--- src/design/assert_macros.svh ---
// Assertion macros shared by the bitmap allocator modules.
`ifndef ASSERT_MACROS_SVH
`define ASSERT_MACROS_SVH
`ifndef SYNTHESIS
// Property checked at every clock edge outside reset.
`define FBA_ASSERT(lbl, clk, rst_n, prop, msg) \
    lbl: assert property (@(posedge clk) disable iff (!rst_n) (prop)) else $error(msg);
// Consequent checked in the cycle after the antecedent.
`define FBA_ASSERT_NEXT(lbl, clk, rst_n, ante, cons, msg) \
    lbl: assert property (@(posedge clk) disable iff (!rst_n) (ante) |=> (cons)) \
        else $error(msg);
`else
`define FBA_ASSERT(lbl, clk, rst_n, prop, msg)
`define FBA_ASSERT_NEXT(lbl, clk, rst_n, ante, cons, msg)
`endif
`endif

--- src/design/fba_pkg.sv ---
// Shared types, codes and field widths of the bitmap allocator.
package fba_pkg;

    localparam int IDX_W     = 16;
    localparam int FDZ_W     = 15;
    localparam int ZCNT_W    = 16;
    localparam int ICNT_W    = 15;
    localparam int CFG_W     = 16;
    localparam int CFG_IDX_W = 2;
    localparam int ACT_W     = 3;
    localparam int STAT_W    = 2;

    typedef enum logic [ACT_W-1:0] {
        ACT_QUERY = 3'd0,
        ACT_SET   = 3'd1,
        ACT_CLEAR = 3'd2,
        ACT_ALLOC = 3'd3,
        ACT_COUNT = 3'd4
    } t_action;

    typedef enum logic [STAT_W-1:0] {
        ST_OK    = 2'd0,
        ST_RANGE = 2'd1,
        ST_FULL  = 2'd2
    } t_status;

    typedef enum logic [CFG_IDX_W-1:0] {
        CFG_FIRST_ZONE  = 2'd0,
        CFG_ZONE_COUNT  = 2'd1,
        CFG_INODE_COUNT = 2'd2
    } t_cfg_reg;

    // Commands from the controller to the datapath.
    typedef struct packed {
        logic clr;
        logic load;
        logic prep;
        logic upd;
        logic scan;
        logic post;
    } t_dp_cmd;

    // Status from the datapath to the controller.
    typedef struct packed {
        logic clr_last;
        logic is_scan;
        logic is_alloc;
        logic hit;
        logic last;
        logic out_busy;
    } t_dp_stat;

endpackage

--- src/design/fba_ctrl.sv ---
// Controller state machine: sequences clearing, single accesses and scans.
`include "assert_macros.svh"
module fba_ctrl (
    input  logic              i_clk,
    input  logic              i_rst_n,
    input  logic              i_in_valid,
    output logic              o_in_ready,
    output fba_pkg::t_dp_cmd  o_cmd,
    input  fba_pkg::t_dp_stat i_stat
);
    import fba_pkg::*;

    typedef enum logic [5:0] {
        S_CLEAR  = 6'b000001,
        S_IDLE   = 6'b000010,
        S_ACCESS = 6'b000100,
        S_UPDATE = 6'b001000,
        S_SCAN   = 6'b010000,
        S_FINISH = 6'b100000
    } t_state;

    t_state r_state;
    t_state n_state;

    always_ff @(posedge i_clk) begin
        if (!i_rst_n) begin
            r_state <= S_CLEAR;
        end else begin
            r_state <= n_state;
        end
    end

    always_comb begin
        n_state    = r_state;
        o_cmd      = '0;
        o_in_ready = 1'b0;
        case (r_state)
            S_CLEAR: begin
                o_cmd.clr = 1'b1;
                if (i_stat.clr_last) begin
                    n_state = S_IDLE;
                end
            end
            S_IDLE: begin
                o_in_ready = 1'b1;
                if (i_in_valid) begin
                    o_cmd.load = 1'b1;
                    n_state    = S_ACCESS;
                end
            end
            S_ACCESS: begin
                o_cmd.prep = 1'b1;
                n_state    = i_stat.is_scan ? S_SCAN : S_UPDATE;
            end
            S_UPDATE: begin
                o_cmd.upd = 1'b1;
                n_state   = S_FINISH;
            end
            S_SCAN: begin
                o_cmd.scan = 1'b1;
                // stop on the first free bit of an allocation, or after the last word
                if ((i_stat.is_alloc && i_stat.hit) || i_stat.last) begin
                    n_state = S_FINISH;
                end
            end
            S_FINISH: begin
                // hold the result until the output register is free
                if (!i_stat.out_busy) begin
                    o_cmd.post = 1'b1;
                    n_state    = S_IDLE;
                end
            end
            default: begin
                n_state = S_CLEAR;
            end
        endcase
    end

    `FBA_ASSERT_NEXT(a_scan_ends, i_clk, i_rst_n, r_state == S_SCAN && i_stat.last, r_state == S_FINISH, "scan ran past the last word")
    `FBA_ASSERT_NEXT(a_post_frees, i_clk, i_rst_n, o_cmd.post, o_in_ready, "not ready after posting a result")

endmodule

--- config.mk ---
export PLATFORM = sky130hd
export DESIGN_NAME = fba_ctrl
export DESIGN_NICKNAME = d
export VERILOG_FILES = /design/src/design/fba_pkg.sv /design/src/design/fba_ctrl.sv
export VERILOG_INCLUDE_DIRS = /design/src /design/src/design
export SDC_FILE = /design/constraint.sdc
export NUM_CORES = 1
export LEC_CHECK = 0
export ABC_CLOCK_PERIOD_IN_PS = 3100
export BUFFER_PORTS_ARGS = -buffer_cell sky130_fd_sc_hd__buf_2
export CAP_MARGIN = 10
export CELL_PAD_IN_SITES_DETAIL_PLACEMENT = 0
export CELL_PAD_IN_SITES_GLOBAL_PLACEMENT = 1
export CORE_AREA = 2 2 39 41
export DETAILED_ROUTE_END_ITERATION = 10
export DIE_AREA = 0 0 41 43
export PLACE_DENSITY_LB_ADDON = 0.1
export SETUP_SLACK_MARGIN = 0.5
export SLEW_MARGIN = 20
export SYNTH_ARGS = -nofsm -noshare
export SYNTH_HDL_FRONTEND = slang
export SYNTH_SLANG_ARGS = --single-unit
--- constraint.sdc ---
create_clock -name i_clk -period 3.1 [get_ports i_clk]
set_clock_uncertainty 0.05 [all_clocks]
set_input_delay 0.62 -clock i_clk [delete_from_list [all_inputs] [get_ports i_clk]]
set_output_delay 0.62 -clock i_clk [all_outputs]
set_load 0.01 [all_outputs]
==> results.json <==
{
  "grt_pass1_vias": 366,
  "rr_endpoint": "r_state[3]$_SDFFE_PN0P_",
  "fill_cells": 164,
  "final_area_um2": 478,
  "antennaDiodeCount": 0,
  "synthToLayoutAreaGrowth_pct": 32.6,
  "grt_pass1_wl_um": 1490,
  "yosysWarnings": 0,
  "synth.cell_area_um2": 360,
  "status": "finished, final reports clean",
  "synth_nets": 50,
  "postRouteWirelength_um": 892,
  "largest_reg_flops": 6,
  "tightest_slew_ps": 486,
  "first_iter_violations": 7,
  "clk_pin_slew_worst_paths_ps": 40,
  "track_usage_pct": 12.7,
  "synth.avg_cell_area_um2": 8.79,
  "leakagePower_nw": 0.208,
  "power.density_nw_per_um2": 610,
  "cp_max_fo": 4,
  "synth_flop_cell": "dfxtp_1",
  "gp_congestion": 0.670,
  "start_kind": "flop",
  "cts_buffers": 3,
  "firstDrtPassIters": 2,
  "clockBufferDepth": 2,
  "synth_seq_area_share_pct": 33.3,
  "max_cap_violations": 0,
  "whs_path_depth": 2,
  "critPathKind": "reg -> out",
  "synth.distinct_cells": 22,
  "overflow": 0,
  "wire_per_inst_um": 11.9,
  "clock.fmax_mhz": 425,
  "yosys_register_bits": 6,
  "tns_ps": 0,
  "dieArea_um2": 1760,
  "r2r_cells": 4,
  "antenna_found_initial": 0,
  "die_w_um": 41,
  "port_buffers": 15,
  "required_ps": 2430,
  "async_flop_share_pct": 0,
  "synth_common_cells": "dfxtp_1 (6), nor2_1 (5), nand2_1 (3)",
  "r2r_start": "r_state[2]$_SDFFE_PN0P_",
  "dpl_cell_area_um2": 455,
  "via_per_inst": 4.72,
  "initial_utilization_pct": 26.0,
  "min_from": "i_stat[4]",
  "power.total_w": 0.000291,
  "cts_tree": "done",
  "holdCritPathClass": "in -> reg",
  "nNetsFinal": 70,
  "cts.repair.resized": 0,
  "setup_viol": 0,
  "endpoint_kind": "output pin",
  "syn_inst": 41,
  "period_minus_slack_ps": 2350,
  "final_antenna_net_count": 0,
  "top_register": "r_state",
  "htree_levels": 1,
  "hold_buffers": 0,
  "clk_latency_ps": 240,
  "hold_viol": 0,
  "clock-sinks": 6,
  "core_area_um2": 1380,
  "synth_area_leaders": "dfxtp_1 (33%), nor3b_2 (6.9%), or4_4 (6.3%), nor2_1 (5.2%), nor3b_4 (5.2%)",
  "cts-root-buf": "clkbuf_4",
  "slew_headroom_pct": 67.1,
  "grt_max_degree": 8,
  "drive_above_1_share_pct": 39.0,
  "fin_util_pct": 34.5,
  "cts_setup_buffers": 0,
  "peakVddDrop_mv": 0.223,
  "holdWs_ps": 505,
  "post-route-period-util_pct": 75.9,
  "route.vias.total": 354,
  "die_h_um": 43,
  "grt_setup_unrepaired": "false",
  "crit_arrival_ps": 1680,
  "reg2reg_slack_ps": 1510,
  "synth_edf_count": 0,
  "yosys.area.top_type_share_pct": 33.3,
  "rows": 14,
  "slew_violations": 0,
  "ioPinCount": 16,
  "yosysMostFrequentCell": "dfxtp_1",
  "hpwl_um": 723,
  "yosys.area.top_type": "dfxtp_1",
  "drc": 0,
  "whs_endpoint": "r_state[3]$_SDFFE_PN0P_",
  "largestRegisters": "r_state (6)"
}
[how the worst max path moves through the flow]
stage	endpoint	start	cells past startpoint	slack [ps]
after floorplan	o_cmd[4]	r_state[2]$_SDFFE_PN0P_	4	1050
after global placement	o_cmd[4]	r_state[2]$_SDFFE_PN0P_	5	980
after detailed placement	o_cmd[4]	r_state[2]$_SDFFE_PN0P_	5	1000
after CTS	o_cmd[4]	r_state[2]$_SDFFE_PN0P_	5	730
after global routing	o_cmd[4]	r_state[2]$_SDFFE_PN0P_	5	660
final	o_cmd[4]	r_state[2]$_SDFFE_PN0P_	5	750
[power breakdown]
group / switching, W / internal [W]
registers: 0.0000224 / 0.0000891
logic: 0.0000534 / 0.0000547
clock network: 0.0000280 / 0.0000438
total: 0.000104 / 0.000188
[per-layer routing]
metal | track usage [%] | routed length [µm] | vias to the layer above
met5 | 0 | 0 | -
met4 | 6.00 | 0 | 0
met3 | 4.71 | 34 | 0
met2 | 19.1 | 445 | 4
met1 | 15.3 | 413 | 160
li1 | - | - | 190
[layout make-up]
class / instances / area [µm²] / share of cell area, %
flip-flops and latches: 6 / 120 / 25.1
multi-input cells: 33 / 233 / 48.7
well taps: 16 / 20.0 / 4.19
inverters: 2 / 7.51 / 1.57
clock buffers: 3 / 22.5 / 4.71
repair buffers: 15 / 75.1 / 15.7
[cells by family after synthesis]
logic type / after synthesis / synth area share [%]
compound gates: 7 / 12.8
xor+xnor: 1 / 2.43
buf+inv: 2 / 2.08
flops: 6 / 33.3
simple gates: 25 / 49.3
[stage by stage]
step	worst slack, ps	instances
finish	746	75
global route	656	75
CTS	729	75
detailed placement	1000	72
global placement	980	72
floorplan	1050	41
[cells in the final DEF, fill, tap and decap left out, types with 2 or more instances in the layout]
cell type	Yosys	layout
buf_2	0	15
dfxtp_1	6	6
nor2_1	5	5
nand2_1	3	3
clkbuf_4	0	3
or4_4	2	2
nor4b_1	2	2
nor3b_2	2	2
nor3_1	2	2
inv_1	2	2
a21oi_1	2	2
nand3_1	2	2
o31a_1	2	2
[worst max-delay path, stage by stage (launching register included)]
cell and delay, ps:
dfxtp_1 340, or4_4 560, nor3b_2 260, nand2_1 110, inv_1 50, buf_2 110
Power figures use the tool's default switching activity.
